--- config.mk ---
export PLATFORM = sky130hd
export DESIGN_NAME = preamble_frame_pingpong_loader_core
export DESIGN_NICKNAME = d
export VERILOG_FILES = /design/src/plf_pkg.sv /design/src/plf_bank_mem.sv /design/src/plf_ctrl.sv /design/src/plf_out_stage.sv /design/src/preamble_frame_pingpong_loader_core.sv
export SDC_FILE = /design/constraint.sdc
export NUM_CORES = 2
export LEC_CHECK = 0
export ABC_AREA = 0
export ABC_CLOCK_PERIOD_IN_PS = 2850
export BUFFER_PORTS_ARGS = -buffer_cell sky130_fd_sc_hd__buf_4
export CORE_ASPECT_RATIO = 0.8
export CORE_MARGIN = 8
export CORE_UTILIZATION = 45
export DETAILED_ROUTE_END_ITERATION = 10
export SYNTH_ARGS = -nofsm -noshare
export SYNTH_HDL_FRONTEND = slang
export SYNTH_SLANG_ARGS = --single-unit
--- constraint.sdc ---
create_clock -name clk -period 2.85 [get_ports clk]
set_input_delay 0.1425 -clock clk [delete_from_list [all_inputs] [get_ports clk]]
set_output_delay 0.1425 -clock clk [all_outputs]
set_load 0.01 [all_outputs]
--- src/plf_pkg.sv ---
`timescale 1ns / 1ps
// ----------------------------------------------------------------------------
// plf_pkg
// shared item types, event and function codes for the preamble frame loader
// ----------------------------------------------------------------------------
package plf_pkg;

	// function codes of an input item
	localparam logic [1:0] FUNC_RX      = 2'd0;
	localparam logic [1:0] FUNC_RELEASE = 2'd1;
	localparam logic [1:0] FUNC_READ    = 2'd2;

	// event codes of a result item
	localparam logic [2:0] EV_NONE    = 3'd0;
	localparam logic [2:0] EV_JUNK    = 3'd1;
	localparam logic [2:0] EV_DONE    = 3'd2;
	localparam logic [2:0] EV_REFUSED = 3'd3;
	localparam logic [2:0] EV_READ    = 3'd4;

	// preamble definition
	localparam logic [7:0] PREAMBLE_BYTE = 8'hFF;
	localparam logic [2:0] PREAMBLE_LEN  = 3'd4;

	typedef struct packed {
		logic [1:0] func;
		logic [7:0] data_byte;
		logic [7:0] read_index;
	} plf_in_t;

	typedef struct packed {
		logic [2:0] event_res;
		logic [1:0] junk_count;
		logic [7:0] junk_byte;
		logic       ready_bank;
		logic [7:0] read_data;
	} plf_out_t;

	// result info of an item waiting for the memory read data
	typedef struct packed {
		logic [2:0] event_res;
		logic [1:0] junk_count;
		logic [7:0] junk_byte;
		logic       ready_bank;
		logic       rd_ok;
	} plf_s1_t;

endpackage

--- src/plf_bank_mem.sv ---
`timescale 1ns / 1ps
// ----------------------------------------------------------------------------
// plf_bank_mem
// two ping-pong byte banks in one memory, one write and one registered read
// ----------------------------------------------------------------------------
module plf_bank_mem #(
	parameter int BANK_BYTES = 256
) (
	input  logic                            clk,
	input  logic                            we,
	input  logic [$clog2(BANK_BYTES):0]     waddr,
	input  logic [7:0]                      wdata,
	input  logic                            re,
	input  logic [$clog2(BANK_BYTES):0]     raddr,
	output logic [7:0]                      rdata
);
	// bank select is the top address bit, so each bank spans a power of two
	localparam int DEPTH = 2 ** ($clog2(BANK_BYTES) + 1);

	logic [7:0] mem [DEPTH];
	logic [7:0] rdata_q;

	always_ff @(posedge clk) begin
		if (we) begin
			mem[waddr] <= wdata;
		end
	end

	always_ff @(posedge clk) begin
		if (re) begin
			rdata_q <= mem[raddr];
		end
	end

	assign rdata = rdata_q;

endmodule

--- src/plf_ctrl.sv ---
`timescale 1ns / 1ps
// ----------------------------------------------------------------------------
// plf_ctrl
// preamble hunt, length count, bank fill and swap; issues memory accesses
// ----------------------------------------------------------------------------
module plf_ctrl #(
	parameter int BANK_BYTES = 256
) (
	input  logic                            clk,
	input  logic                            arst_n,
	input  logic                            in_fire,
	input  plf_pkg::plf_in_t                in_item,
	output logic                            mem_we,
	output logic [$clog2(BANK_BYTES):0]     mem_waddr,
	output logic [7:0]                      mem_wdata,
	output logic                            mem_re,
	output logic [$clog2(BANK_BYTES):0]     mem_raddr,
	output plf_pkg::plf_s1_t                info_s1
);
	import plf_pkg::*;

	localparam int IW = $clog2(BANK_BYTES);
	localparam int WW = $clog2(BANK_BYTES + 1);

	logic [2:0]    seen_q, seen_d;
	logic [7:0]    remain_q, remain_d;
	logic [WW-1:0] widx_q, widx_d;
	logic          fill_q, fill_d;
	logic          wait_q, wait_d;
	plf_s1_t       info_d;

	always_comb begin
		seen_d    = seen_q;
		remain_d  = remain_q;
		widx_d    = widx_q;
		fill_d    = fill_q;
		wait_d    = wait_q;
		info_d    = '0;
		mem_we    = 1'b0;
		mem_re    = 1'b0;
		mem_waddr = {fill_q, widx_q[IW-1:0]};
		mem_wdata = in_item.data_byte;
		mem_raddr = {~fill_q, in_item.read_index[IW-1:0]};
		case (in_item.func)
			FUNC_RX: begin
				if (wait_q) begin
					info_d.event_res = EV_REFUSED;
				end else if (remain_q == 8'd0) begin
					if (seen_q >= PREAMBLE_LEN) begin
						// length byte; zero keeps hunting
						remain_d = in_item.data_byte;
						seen_d   = 3'd0;
					end else if (in_item.data_byte == PREAMBLE_BYTE) begin
						seen_d = seen_q + 3'd1;
					end else begin
						info_d.event_res  = EV_JUNK;
						info_d.junk_count = (seen_q > 3'd3) ? 2'd3 : seen_q[1:0];
						info_d.junk_byte  = in_item.data_byte;
						seen_d            = 3'd0;
					end
				end else begin
					// bytes past the bank end are counted only
					if (widx_q < WW'(BANK_BYTES)) begin
						mem_we = in_fire;
						widx_d = widx_q + WW'(1);
					end
					remain_d = remain_q - 8'd1;
					if (remain_q == 8'd1) begin
						info_d.event_res = EV_DONE;
						wait_d           = 1'b1;
						fill_d           = ~fill_q;
						widx_d           = '0;
					end
				end
			end
			FUNC_RELEASE: begin
				wait_d = 1'b0;
			end
			FUNC_READ: begin
				info_d.event_res = EV_READ;
				info_d.rd_ok     = ({1'b0, in_item.read_index} < 9'(BANK_BYTES));
				mem_re           = in_fire;
			end
			default: begin
			end
		endcase
		info_d.ready_bank = ~fill_d;
	end

	always_ff @(posedge clk or negedge arst_n) begin
		if (!arst_n) begin
			seen_q   <= '0;
			remain_q <= '0;
			widx_q   <= '0;
			fill_q   <= 1'b0;
			wait_q   <= 1'b0;
		end else if (in_fire) begin
			seen_q   <= seen_d;
			remain_q <= remain_d;
			widx_q   <= widx_d;
			fill_q   <= fill_d;
			wait_q   <= wait_d;
		end
	end

	always_ff @(posedge clk) begin
		if (in_fire) begin
			info_s1 <= info_d;
		end
	end

endmodule

--- src/plf_out_stage.sv ---
`timescale 1ns / 1ps
// ----------------------------------------------------------------------------
// plf_out_stage
// merges read data with result info and holds the output item
// ----------------------------------------------------------------------------
module plf_out_stage (
	input  logic               clk,
	input  logic               arst_n,
	input  logic               in_fire,
	input  plf_pkg::plf_s1_t   info_s1,
	input  logic [7:0]         mem_rdata,
	output logic               s1_free,
	output logic               out_valid,
	input  logic               out_ready,
	output plf_pkg::plf_out_t  out_item
);
	import plf_pkg::*;

	logic     valid_s1;
	logic     out_valid_q;
	logic     adv;
	plf_out_t item_d;
	plf_out_t out_q;

	assign adv     = !out_valid_q || out_ready;
	assign s1_free = !valid_s1 || adv;

	always_comb begin
		item_d.event_res  = info_s1.event_res;
		item_d.junk_count = info_s1.junk_count;
		item_d.junk_byte  = info_s1.junk_byte;
		item_d.ready_bank = info_s1.ready_bank;
		item_d.read_data  = (info_s1.event_res == EV_READ && info_s1.rd_ok) ? mem_rdata : 8'd0;
	end

	always_ff @(posedge clk or negedge arst_n) begin
		if (!arst_n) begin
			valid_s1    <= 1'b0;
			out_valid_q <= 1'b0;
		end else begin
			if (in_fire) begin
				valid_s1 <= 1'b1;
			end else if (adv) begin
				valid_s1 <= 1'b0;
			end
			if (adv) begin
				out_valid_q <= valid_s1;
			end
		end
	end

	always_ff @(posedge clk) begin
		if (adv && valid_s1) begin
			out_q <= item_d;
		end
	end

	assign out_valid = out_valid_q;
	assign out_item  = out_q;

endmodule

--- src/preamble_frame_pingpong_loader_core.sv ---
`timescale 1ns / 1ps
// ----------------------------------------------------------------------------
// preamble_frame_pingpong_loader_core
// preamble/length deframer loading two ping-pong byte banks
// ----------------------------------------------------------------------------
// usage
//   in channel (in_valid/in_ready/in_item): received bytes, bank release and
//   bank read items. out channel (out_valid/out_ready/out_item): exactly one
//   result item per input item, in input order.
//   path: the accept edge captures the result info and the bank read in the
//   read stage; the output register is loaded from it when the read stage
//   advances, and out_valid rises as it is loaded.
//   throughput: one item per cycle outside a stall; control state updates at
//   the accept edge, so the next byte needs nothing from the memory pipeline.
//   stall: a result waiting on out_ready sits in the output register while
//   one more item moves into the read stage; in_ready drops only when both
//   are full.
//   reset: arst_n clears the hunt, length, fill index, bank select and the
//   frame-waiting flag at once; bank contents are not cleared, so no clearing
//   pass is needed and in_ready is high as soon as reset is released.
// ----------------------------------------------------------------------------
module preamble_frame_pingpong_loader_core #(
	parameter int BANK_BYTES = 256
) (
	input  logic               clk,
	input  logic               arst_n,
	input  logic               in_valid,
	output logic               in_ready,
	input  plf_pkg::plf_in_t   in_item,
	output logic               out_valid,
	input  logic               out_ready,
	output plf_pkg::plf_out_t  out_item
);
	import plf_pkg::*;

	localparam int AW = $clog2(BANK_BYTES) + 1;

	logic          in_fire;
	logic          s1_free;
	logic          mem_we;
	logic [AW-1:0] mem_waddr;
	logic [7:0]    mem_wdata;
	logic          mem_re;
	logic [AW-1:0] mem_raddr;
	logic [7:0]    mem_rdata;
	plf_s1_t       info_s1;

	// take an item whenever the read stage is empty or moving on
	assign in_ready = s1_free;
	assign in_fire  = in_valid && s1_free;

	// hunt/fill state; writes go to the fill bank, reads to the other bank,
	// so a write and a read in one cycle never touch the same entry
	plf_ctrl #(
		.BANK_BYTES (BANK_BYTES)
	) u_ctrl (
		.clk       (clk),
		.arst_n    (arst_n),
		.in_fire   (in_fire),
		.in_item   (in_item),
		.mem_we    (mem_we),
		.mem_waddr (mem_waddr),
		.mem_wdata (mem_wdata),
		.mem_re    (mem_re),
		.mem_raddr (mem_raddr),
		.info_s1   (info_s1)
	);

	// both banks, bank select is the top address bit
	plf_bank_mem #(
		.BANK_BYTES (BANK_BYTES)
	) u_mem (
		.clk   (clk),
		.we    (mem_we),
		.waddr (mem_waddr),
		.wdata (mem_wdata),
		.re    (mem_re),
		.raddr (mem_raddr),
		.rdata (mem_rdata)
	);

	// read stage plus output register
	plf_out_stage u_out (
		.clk       (clk),
		.arst_n    (arst_n),
		.in_fire   (in_fire),
		.info_s1   (info_s1),
		.mem_rdata (mem_rdata),
		.s1_free   (s1_free),
		.out_valid (out_valid),
		.out_ready (out_ready),
		.out_item  (out_item)
	);

endmodule

==> flow_metrics.tcl <==
set metrics [dict create \
    status "finished, violations left" \
    violations "negative setup slack" \
    syn_area_per_cell_sq_um 19.9 \
    yosysTopAreaCellShare_pct 75.8 \
    swShare_pct 23.0 \
    combPwrFrac_pct 8.3 \
    fmax_mhz 344 \
    critical_path_class "reg -> reg" \
    place_inst 14100 \
    worst_clock_skew_ns 0.0420 \
    p_clk_share_pct 40.4 \
    worstMarginPinSlew_ns 1.34 \
    maxSlewViolCount 0 \
    period_minus_slack_ns 2.91 \
    vias 90400 \
    powerDensity_nw_per_um2 670 \
    postSynthCellCount 8231 \
    crit_chain "mux2_4 > a221oi_4 > buf_4 > o211ai_1 > and4_1 > nand4b_1 > nand4_1 > and4_1" \
    required_ns 3.59 \
    synth.most_common_cell "edfxtp_1" \
    ys_seq_elements 4164 \
    hp-class "in -> reg" \
    drt-initial-drc-count 12000 \
    synth_flop_cell "edfxtp_1" \
    cts_tree "yes" \
    synthToLayoutAreaGrowth_pct 19.9 \
    cts_buffer_depth 4 \
    synth_edf_count 4140 \
    final_nets 9836 \
    crit_top_cell "and4_1" \
    syn_nets 8263 \
    chipHeight_um 556 \
    dr.pass1.iters 8 \
    rsz0062_at_grt "yes" \
    holdWs_ns 0.115 \
    viasPerCell 6.05 \
    max_cap_viol_count 0 \
    wl_per_cell_um 31.1 \
    synth_common_cells "edfxtp_1, mux4_2, mux2i_1" \
    p_int_mw 101 \
    place_ws_ns -0.935 \
    post_synth_num_cell_types 80 \
    p_leak_nw 65.6 \
    crit_slowest_cell "nand4b_1" \
    cts-buffers-inserted 406 \
    die_area_sq_um 384000 \
    critPathBufInv 1 \
    die_w_um 691 \
    start_util_pct 45.1 \
    grt_max_degree 197 \
    fin_crit_sh_pct 102 \
    portBuffers 45 \
    grt_pass1_vias 88400 \
    cts-root-buf "clkbuf_16" \
    layout-drive-gt1-share_pct 31.1 \
    core_region_area_sq_um 363000 \
    totalWireLength_mm 465 \
    yosysTopAreaCell "edfxtp_1" \
    grtUsageTotal_pct 23.4 \
    critPathMaxFanout 2 \
    htreeDepth 5 \
    rows 198 \
    synth.area.top_cells "edfxtp_1, mux4_2, mux2i_1, nor2_1, o221ai_1" \
    cp-end-kind "register" \
    cpLargestDelayFamily "simple AND/OR/NAND/NOR gates" \
    register_area_sq_um 125000 \
    p_seq_share_pct 51.4 \
    antenna_found_initial 22 \
    multiInputGateArea_sq_um 36800 \
    nFillCells 27700 \
    cp.arrival_ns 3.64 \
    gp_congestion 0.917 \
    pin_count 46 \
    clock-sinks 4164 \
    clk_latency_ns 0.98 \
    finalSetupViolCount 3 \
    hpwl_mm 300 \
    ir_drop_mv 0.597 \
    synth_area_sq_um 164000 \
    seq_area_frac_synth_pct 76.2 \
    fin_util_pct 54.1 \
    cpPeakStageDelay_ns 0.46 \
    ys_warn_count 0 \
    power.net_switching_mw 30.2 \
    clkTransAtPathRegs_ns 0.07 \
    ant_nets 0 \
    slew_headroom_pct 10.7 \
    drc 0 \
    grt_pass1_wl_mm 656 \
    grt_overflow 0 \
    finalHoldViolations 0 \
    ys_async_sr_fraction_pct 0.576 \
    setup.worst_path.start_class "register" \
    final.setup.worst_slack_ns -0.0555 \
    stdcell_count 15000 \
]
==> power by group through the flow <==
stage          sequential, mW  combinational (mW)  clock, mW
3_5_place_dp             69.0                10.2          0
3_3_place_gp             69.0                10.1          0
4_1_cts                  67.7                10.5       53.9
6_report                 67.7                10.9       53.2
2_1_floorplan            68.9                4.16          0
5_1_grt                  67.6                11.1       56.1
==> cell usage in the layout, fill, tap and decap left out, drive strengths merged, types with 41 or more instances in the layout <==
cell type     n
edfxtp     4140
buf        1666
mux4        714
mux2i       653
nor2        603
clkbuf      515
o221ai      244
nand2       180
nor3        170
clkinv      161
o22ai       158
a21oi       156
o21ai        92
a22oi        52
bufinv       42
nor4         41
==> tightest hold or removal path, cell delays in order <==
cell	delay (ns)
dlygate4sd3_1	0.53
buf_4	0.12
nor2b_1	0.16
==> per-stage QoR <==
step	cell area, sq um	TNS, ns	power, mW
after floorplan	164000	0	73.1
after global placement	181000	-536.10	79.0
after detailed placement	181000	-728.69	79.2
after CTS	196000	-1.06	132
after global routing	196000	-2.52	135
final	197000	-0.0898	132
==> state kept, by name (all words and copies together), names as in the netlist <==
signal and cells:
u_mem.mem 4096, u_out.out_item 22, u_ctrl.info_s1 14, u_ctrl.widx_q 9, u_ctrl.remain_q 8, u_mem.rdata 8, u_ctrl.seen_q 3, u_ctrl.fill_q 1
u_ctrl.wait_q 1, u_out.out_valid 1, u_out.valid_s1 1
==> logic make-up after synthesis <==
group,count (synthesis),share of synthesized area [%]
buffers and inverters,537,2.24
adder cells (fa/ha/maj),10,0.0763
flip-flops,4164,76.2
XOR/XNOR,7,0.0374
multiplexers,1398,14.1
AND/OR/NAND/NOR,1231,3.50
AO/OA/AOI/OAI,884,3.84
==> final timing paths <==
| check | from | end | slack (ns) | cells after the start |
|---|---|---|---|---|
| worst max-delay path | u_mem.mem[94][5] | u_mem.rdata[5] | -0.06 | 8 |
| worst min-delay path | in_item[17] | u_ctrl.info_s1[0] | 0.11 | 3 |
| worst max register to register | u_mem.mem[94][5] | u_mem.rdata[5] | -0.06 | 8 |
| worst min register to register | u_ctrl.info_s1[3] | u_out.out_item[10] | 0.42 | 0 |
| max in group asynchronous | arst_n | u_ctrl.fill_q | 2.47 | 4 |
| min in group asynchronous | arst_n | u_ctrl.wait_q | 0.19 | 4 |
==> repair_timing <==
action                                  CTS  global route
buffers inserted                         21             8
endpoints found under the hold margin  1232             0
gates resized for setup                 190           216
pin swaps                                34            38
hold buffers                             20             0
setup endpoints to repair              4096          2167
gates cloned                              6             3
==> cell type report <==
class | count | area share, %
diodes | 16 | 0.0204
flip-flops and latches | 4164 | 63.6
well taps | 4800 | 3.06
inverters | 13 | 0.0312
clock inverters | 228 | 1.15
multi-input cells | 3530 | 18.7
repair buffers | 1689 | 8.00
clock buffers | 511 | 5.46
==> metal layers <==
metal  share of wire, %  global-route usage, %  vias to the layer above
met5             0.0080                      0                        -
li1                   -                      -                    37400
met1                 43                   35.7                    47400
met3                 10                   4.80                      703
met2                 44                   34.5                     4885
met4                2.8                   6.25                        6
Power figures use the tool's default switching activity.
